<file path="src/sv/nppr_pkg.sv">
// Shared types, constants and helpers for the nearest palette recolour core.
package nppr_pkg;

    // Field and port widths.
    localparam int CHAN_W     = 8;
    localparam int CFG_IDX_W  = 3;
    localparam int CFG_DATA_W = 48;
    localparam int COUNT_W    = 3;
    localparam int DIST_W     = 18;  // 3 * 255^2 fits in 18 bits
    localparam int NUM_STAGES = 5;

    // Number of map slots in the register list and the default depth held.
    localparam int MAP_SLOTS       = 7;
    localparam int DEF_MAX_ENTRIES = 7;

    // Neutral pixel thresholds and the channel ceiling.
    localparam logic [CHAN_W-1:0] WHITE_LEVEL = 8'd235;
    localparam logic [CHAN_W-1:0] BLACK_LEVEL = 8'd40;
    localparam logic [CHAN_W-1:0] CHAN_MAX    = 8'd255;

    // Configuration register indexes.
    localparam logic [CFG_IDX_W-1:0] REG_ENTRY_COUNT = 3'd0;
    localparam logic [CFG_IDX_W-1:0] REG_MAP_ENTRY_0 = 3'd1;

    typedef struct packed {
        logic [CHAN_W-1:0] alpha;
        logic [CHAN_W-1:0] red;
        logic [CHAN_W-1:0] green;
        logic [CHAN_W-1:0] blue;
    } pix_t;

    // Pixel plus its pass-through decision, carried down the pipeline.
    typedef struct packed {
        pix_t pix;
        logic skip;
    } meta_t;

    // One map entry, packed as in the configuration register.
    typedef struct packed {
        logic [CHAN_W-1:0] src_red;
        logic [CHAN_W-1:0] src_green;
        logic [CHAN_W-1:0] src_blue;
        logic [CHAN_W-1:0] dst_red;
        logic [CHAN_W-1:0] dst_green;
        logic [CHAN_W-1:0] dst_blue;
    } entry_t;

    // Shift a channel by (dst - src) and clamp it to 0..255.
    function automatic logic [CHAN_W-1:0] sat_chan(
        input logic [CHAN_W-1:0] pix,
        input logic [CHAN_W-1:0] src,
        input logic [CHAN_W-1:0] dst
    );
        logic [CHAN_W+1:0] sum;
        logic [CHAN_W-1:0] res;
        begin
            sum = {2'b00, dst} + {2'b00, pix} - {2'b00, src};
            if (sum[CHAN_W+1])
            begin
                res = '0;
            end
            else if (sum[CHAN_W])
            begin
                res = CHAN_MAX;
            end
            else
            begin
                res = sum[CHAN_W-1:0];
            end
            return res;
        end
    endfunction

endpackage

</file>
<file path="src/sv/nppr_if.sv">
// Stream and configuration interfaces of the nearest palette recolour core.
interface nppr_pix_if;
    logic                        valid;
    logic                        ready;
    logic [nppr_pkg::CHAN_W-1:0] in_alpha;
    logic [nppr_pkg::CHAN_W-1:0] in_red;
    logic [nppr_pkg::CHAN_W-1:0] in_green;
    logic [nppr_pkg::CHAN_W-1:0] in_blue;

    modport source (output valid, in_alpha, in_red, in_green, in_blue, input ready);
    modport sink (input valid, in_alpha, in_red, in_green, in_blue, output ready);
endinterface

interface nppr_res_if;
    logic                        valid;
    logic                        ready;
    logic [nppr_pkg::CHAN_W-1:0] out_alpha;
    logic [nppr_pkg::CHAN_W-1:0] out_red;
    logic [nppr_pkg::CHAN_W-1:0] out_green;
    logic [nppr_pkg::CHAN_W-1:0] out_blue;
    logic                        was_recoloured;

    modport source (output valid, out_alpha, out_red, out_green, out_blue, was_recoloured,
                    input ready);
    modport sink (input valid, out_alpha, out_red, out_green, out_blue, was_recoloured,
                  output ready);
endinterface

interface nppr_cfg_if;
    logic                            valid;
    logic                            ready;
    logic [nppr_pkg::CFG_IDX_W-1:0]  index;
    logic [nppr_pkg::CFG_DATA_W-1:0] data;

    modport source (output valid, index, data, input ready);
    modport sink (input valid, index, data, output ready);
endinterface

</file>
<file path="src/sv/nppr_dist.sv">
// Distance stages: pass-through decision, channel differences and squared distances.
module nppr_dist #(
    parameter int MAX_ENTRIES = nppr_pkg::DEF_MAX_ENTRIES
) (
    input  logic                                              clk,
    input  logic [1:0]                                        ld,
    input  nppr_pkg::pix_t                                    pix,
    input  logic [nppr_pkg::COUNT_W-1:0]                      entry_count,
    input  nppr_pkg::entry_t [MAX_ENTRIES-1:0]                entries,
    output nppr_pkg::meta_t                                   meta,
    output logic [MAX_ENTRIES-1:0][nppr_pkg::DIST_W-1:0]      sq_dist,
    output logic [MAX_ENTRIES-1:0]                            ent_ok
);

    localparam int CW = nppr_pkg::CHAN_W;
    localparam int SQ_W = 2 * CW;

    logic [nppr_pkg::COUNT_W-1:0]           count_eff;
    logic                                   white;
    logic                                   black;
    nppr_pkg::meta_t                        s1_meta_next;
    nppr_pkg::meta_t                        s1_meta_reg;
    logic [MAX_ENTRIES-1:0][2:0][CW-1:0]    s1_diff_next;
    logic [MAX_ENTRIES-1:0][2:0][CW-1:0]    s1_diff_reg;
    logic [MAX_ENTRIES-1:0]                 s1_ok_next;
    logic [MAX_ENTRIES-1:0]                 s1_ok_reg;
    logic [MAX_ENTRIES-1:0][nppr_pkg::DIST_W-1:0] s2_dist_next;
    logic [MAX_ENTRIES-1:0][nppr_pkg::DIST_W-1:0] s2_dist_reg;
    nppr_pkg::meta_t                        s2_meta_reg;
    logic [MAX_ENTRIES-1:0]                 s2_ok_reg;

    // Clamp the live entry count to the number of slots held.
    always_comb
    begin
        if (entry_count > nppr_pkg::COUNT_W'(MAX_ENTRIES))
        begin
            count_eff = nppr_pkg::COUNT_W'(MAX_ENTRIES);
        end
        else
        begin
            count_eff = entry_count;
        end
    end

    // Neutral tests and the pass-through decision.
    always_comb
    begin
        white = (pix.red > nppr_pkg::WHITE_LEVEL) && (pix.green > nppr_pkg::WHITE_LEVEL)
                && (pix.blue > nppr_pkg::WHITE_LEVEL);
        black = (pix.red < nppr_pkg::BLACK_LEVEL) && (pix.green < nppr_pkg::BLACK_LEVEL)
                && (pix.blue < nppr_pkg::BLACK_LEVEL);
        s1_meta_next.pix  = pix;
        s1_meta_next.skip = (pix.alpha == '0) || white || black || (count_eff == '0);
    end

    // Absolute channel differences against every source colour.
    always_comb
    begin
        for (int i = 0; i < MAX_ENTRIES; i++)
        begin
            s1_diff_next[i][0] = (pix.red > entries[i].src_red)
                               ? pix.red - entries[i].src_red : entries[i].src_red - pix.red;
            s1_diff_next[i][1] = (pix.green > entries[i].src_green)
                               ? pix.green - entries[i].src_green
                               : entries[i].src_green - pix.green;
            s1_diff_next[i][2] = (pix.blue > entries[i].src_blue)
                               ? pix.blue - entries[i].src_blue : entries[i].src_blue - pix.blue;
            s1_ok_next[i] = (nppr_pkg::COUNT_W'(i) < count_eff);
        end
    end

    // Stage 1 registers.
    always_ff @(posedge clk)
    begin
        if (ld[0])
        begin
            s1_meta_reg <= s1_meta_next;
            s1_diff_reg <= s1_diff_next;
            s1_ok_reg   <= s1_ok_next;
        end
    end

    // Squares of the differences, summed per entry.
    always_comb
    begin
        for (int i = 0; i < MAX_ENTRIES; i++)
        begin
            logic [SQ_W-1:0] sq_r;
            logic [SQ_W-1:0] sq_g;
            logic [SQ_W-1:0] sq_b;
            sq_r = {{CW{1'b0}}, s1_diff_reg[i][0]} * {{CW{1'b0}}, s1_diff_reg[i][0]};
            sq_g = {{CW{1'b0}}, s1_diff_reg[i][1]} * {{CW{1'b0}}, s1_diff_reg[i][1]};
            sq_b = {{CW{1'b0}}, s1_diff_reg[i][2]} * {{CW{1'b0}}, s1_diff_reg[i][2]};
            s2_dist_next[i] = {2'b00, sq_r} + {2'b00, sq_g} + {2'b00, sq_b};
        end
    end

    // Stage 2 registers.
    always_ff @(posedge clk)
    begin
        if (ld[1])
        begin
            s2_meta_reg <= s1_meta_reg;
            s2_dist_reg <= s2_dist_next;
            s2_ok_reg   <= s1_ok_reg;
        end
    end

    assign meta    = s2_meta_reg;
    assign sq_dist = s2_dist_reg;
    assign ent_ok  = s2_ok_reg;

endmodule

</file>
<file path="src/sv/nppr_argmin.sv">
// Argmin stages: pairwise reduction, then a short scan to the nearest entry index.
module nppr_argmin #(
    parameter int MAX_ENTRIES = nppr_pkg::DEF_MAX_ENTRIES,
    parameter int IDX_W = (MAX_ENTRIES > 1) ? $clog2(MAX_ENTRIES) : 1
) (
    input  logic                                          clk,
    input  logic [1:0]                                    ld,
    input  nppr_pkg::meta_t                               meta_in,
    input  logic [MAX_ENTRIES-1:0][nppr_pkg::DIST_W-1:0]  sq_dist,
    input  logic [MAX_ENTRIES-1:0]                        ent_ok,
    output nppr_pkg::meta_t                               meta_out,
    output logic [IDX_W-1:0]                              best_idx
);

    localparam int NP = (MAX_ENTRIES + 1) / 2;

    logic [NP-1:0][nppr_pkg::DIST_W-1:0] s3_dist_next;
    logic [NP-1:0][IDX_W-1:0]            s3_idx_next;
    logic [NP-1:0]                       s3_ok_next;
    logic [NP-1:0][nppr_pkg::DIST_W-1:0] s3_dist_reg;
    logic [NP-1:0][IDX_W-1:0]            s3_idx_reg;
    logic [NP-1:0]                       s3_ok_reg;
    nppr_pkg::meta_t                     s3_meta_reg;
    logic [IDX_W-1:0]                    s4_idx_next;
    logic [IDX_W-1:0]                    s4_idx_reg;
    nppr_pkg::meta_t                     s4_meta_reg;

    // First level: each pair keeps its nearer valid entry, lower index on a tie.
    for (genvar k = 0; k < NP; k++)
    begin : g_pair
        if (2 * k + 1 < MAX_ENTRIES)
        begin : g_two
            always_comb
            begin
                if (ent_ok[2*k] && (!ent_ok[2*k+1] || (sq_dist[2*k] <= sq_dist[2*k+1])))
                begin
                    s3_dist_next[k] = sq_dist[2*k];
                    s3_idx_next[k]  = IDX_W'(2 * k);
                end
                else
                begin
                    s3_dist_next[k] = sq_dist[2*k+1];
                    s3_idx_next[k]  = IDX_W'(2 * k + 1);
                end
                s3_ok_next[k] = ent_ok[2*k] || ent_ok[2*k+1];
            end
        end
        else
        begin : g_one
            always_comb
            begin
                s3_dist_next[k] = sq_dist[2*k];
                s3_idx_next[k]  = IDX_W'(2 * k);
                s3_ok_next[k]   = ent_ok[2*k];
            end
        end
    end

    // Stage 3 registers.
    always_ff @(posedge clk)
    begin
        if (ld[0])
        begin
            s3_meta_reg <= meta_in;
            s3_dist_reg <= s3_dist_next;
            s3_idx_reg  <= s3_idx_next;
            s3_ok_reg   <= s3_ok_next;
        end
    end

    // Second level: scan the pair winners in index order, strictly nearer wins.
    always_comb
    begin
        logic [nppr_pkg::DIST_W-1:0] best_dist;
        best_dist   = s3_dist_reg[0];
        s4_idx_next = s3_idx_reg[0];
        for (int k = 1; k < NP; k++)
        begin
            if (s3_ok_reg[k] && (s3_dist_reg[k] < best_dist))
            begin
                best_dist   = s3_dist_reg[k];
                s4_idx_next = s3_idx_reg[k];
            end
        end
    end

    // Stage 4 registers.
    always_ff @(posedge clk)
    begin
        if (ld[1])
        begin
            s4_meta_reg <= s3_meta_reg;
            s4_idx_reg  <= s4_idx_next;
        end
    end

    assign meta_out = s4_meta_reg;
    assign best_idx = s4_idx_reg;

endmodule

</file>
<file path="src/sv/nppr_apply.sv">
// Apply stage: shift the pixel by the chosen entry's offset and hold the result beat.
module nppr_apply #(
    parameter int MAX_ENTRIES = nppr_pkg::DEF_MAX_ENTRIES,
    parameter int IDX_W = (MAX_ENTRIES > 1) ? $clog2(MAX_ENTRIES) : 1
) (
    input  logic                               clk,
    input  logic                               ld,
    input  nppr_pkg::meta_t                    meta,
    input  logic [IDX_W-1:0]                   best_idx,
    input  nppr_pkg::entry_t [MAX_ENTRIES-1:0] entries,
    output nppr_pkg::pix_t                     res_pix,
    output logic                               res_recoloured
);

    nppr_pkg::entry_t sel;
    nppr_pkg::pix_t   pix_next;
    nppr_pkg::pix_t   pix_reg;
    logic             rec_reg;

    // Recolour unless the pixel is passed through; alpha always carries over.
    always_comb
    begin
        sel = entries[best_idx];
        pix_next.alpha = meta.pix.alpha;
        if (meta.skip)
        begin
            pix_next = meta.pix;
        end
        else
        begin
            pix_next.red   = nppr_pkg::sat_chan(meta.pix.red, sel.src_red, sel.dst_red);
            pix_next.green = nppr_pkg::sat_chan(meta.pix.green, sel.src_green, sel.dst_green);
            pix_next.blue  = nppr_pkg::sat_chan(meta.pix.blue, sel.src_blue, sel.dst_blue);
        end
    end

    // Output register.
    always_ff @(posedge clk)
    begin
        if (ld)
        begin
            pix_reg <= pix_next;
            rec_reg <= !meta.skip;
        end
    end

    assign res_pix        = pix_reg;
    assign res_recoloured = rec_reg;

endmodule

</file>
<file path="src/sv/nearest_palette_pixel_recolour_core.sv">
// Nearest palette recolour core: five-stage pipeline, one pixel beat per clock.
// Stages: an accepted pixel passes through difference, distance, pair reduce, scan and apply
// in that order, and is offered as a result once the apply stage has registered it.
// Throughput: one beat per cycle; a stalled output backs the stages up without loss.
// Reset: rst_n clears all stage valid bits, the entry count and every map entry to zero.
module nearest_palette_pixel_recolour_core #(
    parameter int MAX_ENTRIES = nppr_pkg::DEF_MAX_ENTRIES
) (
    input  logic       clk,
    input  logic       rst_n,
    nppr_pix_if.sink   pixel,
    nppr_res_if.source result,
    nppr_cfg_if.sink   cfg
);

    localparam int IDX_W = (MAX_ENTRIES > 1) ? $clog2(MAX_ENTRIES) : 1;
    localparam int NS = nppr_pkg::NUM_STAGES;

    logic [nppr_pkg::COUNT_W-1:0]       entry_count_reg;
    nppr_pkg::entry_t [MAX_ENTRIES-1:0] entry_reg;
    logic [NS-1:0]                      v_reg;
    logic [NS-1:0]                      v_next;
    logic [NS-1:0]                      rdy;
    nppr_pkg::pix_t                     in_pix;
    nppr_pkg::meta_t                    dist_meta;
    logic [MAX_ENTRIES-1:0][nppr_pkg::DIST_W-1:0] sq_dist;
    logic [MAX_ENTRIES-1:0]             ent_ok;
    nppr_pkg::meta_t                    scan_meta;
    logic [IDX_W-1:0]                   best_idx;
    nppr_pkg::pix_t                     res_pix;
    logic                               res_recoloured;

    // Configuration writes; only slots that are held are stored.
    assign cfg.ready = 1'b1;

    always_ff @(posedge clk or negedge rst_n)
    begin
        if (!rst_n)
        begin
            entry_count_reg <= '0;
            entry_reg       <= '0;
        end
        else if (cfg.valid && cfg.ready)
        begin
            if (cfg.index == nppr_pkg::REG_ENTRY_COUNT)
            begin
                entry_count_reg <= cfg.data[nppr_pkg::COUNT_W-1:0];
            end
            for (int i = 0; i < MAX_ENTRIES; i++)
            begin
                if (cfg.index == nppr_pkg::CFG_IDX_W'(int'(nppr_pkg::REG_MAP_ENTRY_0) + i))
                begin
                    entry_reg[i] <= nppr_pkg::entry_t'(cfg.data);
                end
            end
        end
    end

    // Per-stage ready: a stage loads when it is empty or its beat moves on.
    always_comb
    begin
        rdy[NS-1] = !v_reg[NS-1] || result.ready;
        for (int k = NS - 2; k >= 0; k--)
        begin
            rdy[k] = !v_reg[k] || rdy[k+1];
        end
        v_next[0] = rdy[0] ? pixel.valid : v_reg[0];
        for (int k = 1; k < NS; k++)
        begin
            v_next[k] = rdy[k] ? v_reg[k-1] : v_reg[k];
        end
    end

    always_ff @(posedge clk or negedge rst_n)
    begin
        if (!rst_n)
        begin
            v_reg <= '0;
        end
        else
        begin
            v_reg <= v_next;
        end
    end

    assign pixel.ready = rdy[0];
    assign in_pix = {pixel.in_alpha, pixel.in_red, pixel.in_green, pixel.in_blue};

    // Stages 1 and 2.
    nppr_dist #(
        .MAX_ENTRIES (MAX_ENTRIES)
    ) u_dist (
        .clk         (clk),
        .ld          (rdy[1:0]),
        .pix         (in_pix),
        .entry_count (entry_count_reg),
        .entries     (entry_reg),
        .meta        (dist_meta),
        .sq_dist     (sq_dist),
        .ent_ok      (ent_ok)
    );

    // Stages 3 and 4.
    nppr_argmin #(
        .MAX_ENTRIES (MAX_ENTRIES),
        .IDX_W       (IDX_W)
    ) u_argmin (
        .clk      (clk),
        .ld       (rdy[3:2]),
        .meta_in  (dist_meta),
        .sq_dist  (sq_dist),
        .ent_ok   (ent_ok),
        .meta_out (scan_meta),
        .best_idx (best_idx)
    );

    // Stage 5, the output register.
    nppr_apply #(
        .MAX_ENTRIES (MAX_ENTRIES),
        .IDX_W       (IDX_W)
    ) u_apply (
        .clk            (clk),
        .ld             (rdy[4]),
        .meta           (scan_meta),
        .best_idx       (best_idx),
        .entries        (entry_reg),
        .res_pix        (res_pix),
        .res_recoloured (res_recoloured)
    );

    assign result.valid          = v_reg[NS-1];
    assign result.out_alpha      = res_pix.alpha;
    assign result.out_red        = res_pix.red;
    assign result.out_green      = res_pix.green;
    assign result.out_blue       = res_pix.blue;
    assign result.was_recoloured = res_recoloured;

endmodule
</file>
<file path="src/flat_wrapper.sv">
// flat-port wrapper written by rule: the top's interface ports become plain ports
module nearest_palette_pixel_recolour_core_flat 
#(
    parameter int MAX_ENTRIES = nppr_pkg::DEF_MAX_ENTRIES
)
  (clk, rst_n, pixel_valid, pixel_in_alpha, pixel_in_red, pixel_in_green, pixel_in_blue, pixel_ready, result_valid, result_out_alpha, result_out_red, result_out_green, result_out_blue, result_was_recoloured, result_ready, cfg_valid, cfg_index, cfg_data, cfg_ready);
  nppr_pix_if pixel_i ();
  nppr_res_if result_i ();
  nppr_cfg_if cfg_i ();
  input  logic clk;
  input  logic rst_n;
  input wire logic [$bits(pixel_i.valid)-1:0] pixel_valid;
  input wire logic [$bits(pixel_i.in_alpha)-1:0] pixel_in_alpha;
  input wire logic [$bits(pixel_i.in_red)-1:0] pixel_in_red;
  input wire logic [$bits(pixel_i.in_green)-1:0] pixel_in_green;
  input wire logic [$bits(pixel_i.in_blue)-1:0] pixel_in_blue;
  output wire logic [$bits(pixel_i.ready)-1:0] pixel_ready;
  output wire logic [$bits(result_i.valid)-1:0] result_valid;
  output wire logic [$bits(result_i.out_alpha)-1:0] result_out_alpha;
  output wire logic [$bits(result_i.out_red)-1:0] result_out_red;
  output wire logic [$bits(result_i.out_green)-1:0] result_out_green;
  output wire logic [$bits(result_i.out_blue)-1:0] result_out_blue;
  output wire logic [$bits(result_i.was_recoloured)-1:0] result_was_recoloured;
  input wire logic [$bits(result_i.ready)-1:0] result_ready;
  input wire logic [$bits(cfg_i.valid)-1:0] cfg_valid;
  input wire logic [$bits(cfg_i.index)-1:0] cfg_index;
  input wire logic [$bits(cfg_i.data)-1:0] cfg_data;
  output wire logic [$bits(cfg_i.ready)-1:0] cfg_ready;
  assign pixel_i.valid = pixel_valid;
  assign pixel_i.in_alpha = pixel_in_alpha;
  assign pixel_i.in_red = pixel_in_red;
  assign pixel_i.in_green = pixel_in_green;
  assign pixel_i.in_blue = pixel_in_blue;
  assign pixel_ready = pixel_i.ready;
  assign result_valid = result_i.valid;
  assign result_out_alpha = result_i.out_alpha;
  assign result_out_red = result_i.out_red;
  assign result_out_green = result_i.out_green;
  assign result_out_blue = result_i.out_blue;
  assign result_was_recoloured = result_i.was_recoloured;
  assign result_i.ready = result_ready;
  assign cfg_i.valid = cfg_valid;
  assign cfg_i.index = cfg_index;
  assign cfg_i.data = cfg_data;
  assign cfg_ready = cfg_i.ready;
  nearest_palette_pixel_recolour_core #(.MAX_ENTRIES(MAX_ENTRIES)) u_core (.clk(clk), .rst_n(rst_n), .pixel(pixel_i), .result(result_i), .cfg(cfg_i));
endmodule
</file>
<file path="config.mk">
export PLATFORM = sky130hd
export DESIGN_NAME = nearest_palette_pixel_recolour_core_flat
export DESIGN_NICKNAME = d
export VERILOG_FILES = /design/src/sv/nppr_pkg.sv /design/src/sv/nppr_if.sv /design/src/sv/nppr_dist.sv /design/src/sv/nppr_argmin.sv /design/src/sv/nppr_apply.sv /design/src/sv/nearest_palette_pixel_recolour_core.sv /design/src/flat_wrapper.sv
export SDC_FILE = /design/constraint.sdc
export NUM_CORES = 2
export LEC_CHECK = 0
export BUFFER_PORTS_ARGS = -buffer_cell sky130_fd_sc_hd__buf_2
export CAP_MARGIN = 40
export CORE_MARGIN = 10
export CORE_UTILIZATION = 50
export CTS_CLUSTER_DIAMETER = 50
export CTS_CLUSTER_SIZE = 30
export DETAILED_ROUTE_END_ITERATION = 16
export GPL_TIMING_DRIVEN = 0
export PLACE_DENSITY = 0.7
export SLEW_MARGIN = 10
export SYNTH_ARGS = -nofsm -noshare
export SYNTH_HDL_FRONTEND = slang
export SYNTH_HIERARCHICAL = 1
export SYNTH_SLANG_ARGS = --single-unit
export TNS_END_PERCENT = 1
</file>
<file path="constraint.sdc">
create_clock -name clk -period 6.75 [get_ports clk]
set_input_delay 0.3375 -clock clk [delete_from_list [all_inputs] [get_ports clk]]
set_output_delay 0.3375 -clock clk [all_outputs]
set_load 0.02 [all_outputs]
</file>
Yosys cells after proc, flatten, opt, wreduce, memory -nomap -nowiden
Cells that the tools add are included.

storage, ports and cells
  flip-flop bits (word level) = 905
  input bits = 88
  output and inout port bits = 36
  logic and storage cells = 329

cells by class
  add/sub/neg operators = 62
  multiply operators = 21
  $lt $le $gt $ge = 42
  eq/ne operators = 7
  mux-type cells = 41
  reduce and logical (&&, ||, !) cells = 44

operators with widths
  kind                  number
  $mul A8 B8 Y16        21
  $sub A8 B8 Y8         42
  $mux W8               27
  $gt A8 B8 Y1          21
  $bmux W48 S3          1
  $add A17 B16 Y18      7
  $add A16 B16 Y17      7
  $mux W18              5
  $le A18 B18 Y1        3
  $lt A18 B18 Y1        3
  $mux W48              1
  $sub A9 B8 Y10        3
  $add A8 B8 Y9         3
  $gt A8 B8 Y1 const B  3
  $lt A8 B6 Y1 const B  3
  $mux W24              1
  $reduce_and A2 Y1     8
  $logic_or A1 B1 Y1    14
  $eq A3 B3 Y1 const B  4
  $logic_and A1 B1 Y1   10
  $logic_not A1 Y1      9
  $lt A3 B3 Y1 const A  3
  $mux W3               3
  $logic_not A8 Y1      1
  other kinds (8)       14

Depth between registers and ports, before layout
  word-level depth = 8
  gate-level depth with buffers = 28
  depth with buffers taken out = 25

Modules after synthesis
The synthesis kept the hierarchy.

modules (own cells, without submodules)
  module                               instances  cells an instance  area each (sq um)
  nppr_dist                            1          6,063              62,112.1
  nearest_palette_pixel_recolour_core  1          740                13,092.6
  nppr_argmin                          1          622                8,195.4
  nppr_apply                           1          641                5,816.8

Least setup slack after synthesis
Ideal clock, no wire load.

  kind = register to register
  start = register u_core.v_reg[4]
  end = register u_core/u_dist/s1_diff_reg[0] (netlist bit), enable pin
  library setup time = 2,219 ps
  data arrival time = 5,610 ps
  required time = 4,531 ps
  setup slack = -1,079 ps
  cell stages (with the launch flop) = 4
  clock period less this slack = 7,829 ps
  path through = dfrtp_1 and4b_1 clkbuf_1 nand3_1

between the ends
  cells in the longest elaborated chain, start to end = 6

RTL lines
  item                              line                                       text
  start, declared                   nearest_palette_pixel_recolour_core.sv:21  logic [NS-1:0] v_reg;
  start signal, assigned            nearest_palette_pixel_recolour_core.sv:82  v_reg <= v_next;
  $logic_not A1 Y1                  nearest_palette_pixel_recolour_core.sv:62  rdy[NS-1] = !v_reg[NS-1] || result.ready;
  $logic_or A1 B1 Y1                nearest_palette_pixel_recolour_core.sv:62
  $logic_or A1 B1 Y1 (4 in series)  nearest_palette_pixel_recolour_core.sv:65  rdy[k] = !v_reg[k] || rdy[k+1];
  named net pixel_ready             flat_wrapper.sv:17                         output wire logic [$bits(pixel_i.ready)-1:0] pixel_ready;
  end signal, assigned              nppr_dist.sv:78                            s1_diff_reg <= s1_diff_next;
  end, declared                     nppr_dist.sv:24                            logic [MAX_ENTRIES-1:0][2:0][CW-1:0] s1_diff_reg;

The timed path passes the listed nets, and every way through them passes these cells.
A chain may end at the register's enable or synchronous reset.

==> results.md <==
* Outcome: completed
* RSZ-0062 raised after global routing: yes
* CTS tree: yes
* Port bufs at 122
* CP required at 7220 ps
* Chain of cells forming the critical path: buf_4 -> nand2_1 -> inv_1 -> fa_1 -> inv_1 -> fa_1 -> fa_1 -> inv_1 -> fa_1 -> fa_1 -> inv_1 -> fa_1 -> fa_1 -> inv_1 -> ha_1 -> o21a_1 -> o31a_1 -> o221ai_2 -> a21oi_2 -> a2111oi_2 -> o21bai_1 -> xor2_2
* Critical Path Max Stage Delay at 530 ps
* RR Startpoint: u_core/u_dist/s1_diff_reg[41]$_DFFE_PP_
* Post-synth ARST share at 0.383
* Mean Syn Cell Area at 11.1 sq um
* Initial core utilization at 0.504
* Gr usage total at 0.239
* Rows at 154
* H-tree levels at 3
* CP Buf/Inv Count at 6
* Number of fill cells at 15049
* CTS buffer count at 104
* Fin crit period at 6650 ps
* DR iter-0 viols at 4289
* Worst skew pair latency at approximately 770 ps
* Grt peak-use layer: met2
* R2R Path End: u_core/u_dist/sq_dist[35]$_DFFE_PP_
* Clk slew on worst S/H paths at approximately 80 ps
* Crit Path Category: reg2reg
* DR vias/cell at 5.51
* Most frequent cells in the layout: 1738 x inv_1, 1013 x ha_1, 989 x fa_1, 554 x edfxtp_1, 446 x and2_1
* Clock buffer depth at 3
* Max_cap viols at 0
* Hold Path End: u_core/entry_reg[130]$_DFFE_PN0P_
* GRT Residual Overflow at 0
* Worst hold path type: in2reg
* Setup crit start: u_core/u_dist/s1_diff_reg[41]$_DFFE_PP_
* CP Capture Type: flop
* R2R setup slack at 100 ps
* Worst EP arrival at 7130 ps
* Number of cells produced by synthesis at 8066
* Met1 usage at 0.327
* Grt met3 use at 0.0382
* Num Clock Sinks at 898
* Setup ws final at just under 100 ps
* Worst Setup Start Kind: flop
* Register area share after synthesis at 0.283
* Drt first pass iters at 6
* Worst hold stages at 2
* Largest net degree at the start of global routing at 117
* Vias in the first global route at 62195
* Synthesized area at 89200 sq um
* DP HPWL at around 190 mm
* Most frequent CP cell: fa_1
* Reg2reg path depth at 22
* Worst clock skew at 70.0 ps
* DIE WIDTH at between 400 and 500 um
* Initial antenna violation count at 30
* Measured slew at the worst slew-check pin at between 900 and 1000 ps
* I/O pin total at 124
* Final wirelength at 237 mm
* Post-Syn Nets at 10157
* Fin crit share at 0.986
* Synth unique cells at 96
* Ys Warns at 6
* Hold Vio Cnt, Final at 0
* #FFs+latches synth at 898
* Layout cells sized above 1 at 0.115
* Most common cell after layout, fill and taps aside: inv_1
* Synth top area cells: fa_1 22%, edfxtp_1 19%, ha_1 14%
* Crit path max fanout at 9
* First-pass GRT wire length at 366 mm
* Routed vias at approximately 60000
* Post-synth top area share at 0.222
* Met2 GRT Util at 0.388
* # setup viols final at 0
* Final ANT Viol Nets at 0
* Post-synth EDFFs at 554
* Clk root buf: clkbuf_16
* Final #Nets at around 11000
* Dpl ws at -230 ps
* Max Slew Vio Count at 0
* Max FFs per register at 336
* Post-synth top area cell: fa_1
* Avg WL per Cell at approximately 22 um
* Slew headroom at 0.359
* GPL Wtd Cong at 0.928
* Chip height at between 400 and 500 um
* Std-Cell Core Area at 177000 sq um
* Synth Flop Type: edfxtp_1
* # DRC at 0
* Die ar. at 196000 sq um
* FMAX at 150 MHz
* CP max stage cell: edfxtp_1
* CP top delay family: adder cells
* Area grow syn2layout at 10.1%
* Critical hold path startpoint: cfg_data[34]
## cells by family after synthesis
logic type      Yosys count  share of synthesized area
fa+ha+maj              2003                      0.364
mux                     650                     0.0877
simple gates           1383                     0.0852
flops                   898                      0.283
other cells               1                  0.0000420
buf+inv                1904                     0.0825
compound gates          964                     0.0717
xor+xnor                263                     0.0258
## worst reg2reg max path: stages, from the launching register on
cell and delay, ps:
edfxtp_1 530, buf_4 240, nand2_1 110, inv_1 70, fa_1 470, inv_1 50, fa_1 500, fa_1 510
inv_1 50, fa_1 510, fa_1 500, inv_1 50, fa_1 450, fa_1 500, inv_1 50, ha_1 340
o21a_1 210, o31a_1 140, o221ai_2 240, a21oi_2 120, a2111oi_2 360, o21bai_1 160, xor2_2 200
## synth_stat cells (all sizes together) (25+ instances only)
library cell     n
inv           1739
ha            1014
fa             989
edfxtp         554
and2           447
mux2           393
dfrtp          344
nand2          284
a21oi          228
o21ai          211
mux2i          209
a21o           190
nor2b          163
nor2           152
xnor2          141
xor2           122
nand2b         116
clkbuf          91
buf             73
o211ai          72
nand4           70
mux4            48
a31oi           46
a221oi          42
nand3           40
o22ai           35
a211oi          34
or2             25
## cell type report
type                            instances  area, sq um  area share
Sequential cell                       898        25200       0.257
Clock buffer                          110         2670      0.0271
Antenna cell                            9         22.5    0.000229
Inverter                             1740         6540      0.0665
Multi-Input combinational cell       5264        56800       0.578
Buffer                                161          845     0.00860
Timing Repair Buffer                  247         2030      0.0206
Clock inverter                         88         1170      0.0119
Tap cell                             2340         2930      0.0298
## through the flow
stage / cells / hold WS [ps] / TNS, ps / util / cell area, sq um
after floorplan: 8066 / 41.9 / 0 / - / 89200
after global placement: 10528 / 401 / -574800 / 0.524 / 92800
after detailed placement: 10551 / 192 / -1340 / 0.527 / 93300
after CTS: 10812 / 2.16 / -45.1 / 0.553 / 97800
after global routing: 10854 / 38.3 / -377 / 0.555 / 98200
final: 10857 / 64.6 / 0 / 0.555 / 98200
## metal layers
metal  vias to the layer above  routed length (um)
met4                        20                9230
met3                       410               15200
li1                      27122                   -
met5                         -                 105
met2                      1783              110000
met1                     30446              102000
## worst max path at each step
stage          cells past startpoint  slack, ps                                         to
6_report                          22        100        u_core/u_dist/sq_dist[35]$_DFFE_PP_
5_1_grt                           21        -90        u_core/u_dist/sq_dist[35]$_DFFE_PP_
4_1_cts                           28        -50  u_core/u_argmin/best_idx[1]$_SDFFCE_PP1P_
3_5_place_dp                      21       -230        u_core/u_dist/sq_dist[35]$_DFFE_PP_
3_3_place_gp                       1      -1190          u_core/entry_reg[328]$_DFFE_PN0P_
2_1_floorplan                     21        560        u_core/u_dist/sq_dist[35]$_DFFE_PP_
## repair_timing
| item | in CTS | in global routing |
|---|---|---|
| hold buffers | 54 | 0 |
| endpoints found under the setup margin | 13 | 36 |
| hold endpoints to repair | 522 | 0 |
| setup buffers | 9 | 38 |
| gates resized for setup | 16 | 54 |
| pin swaps | 0 | 8 |
Power is not shown: default switching activity piles up to over one toggle a cycle in this logic, so the estimate is an artifact.
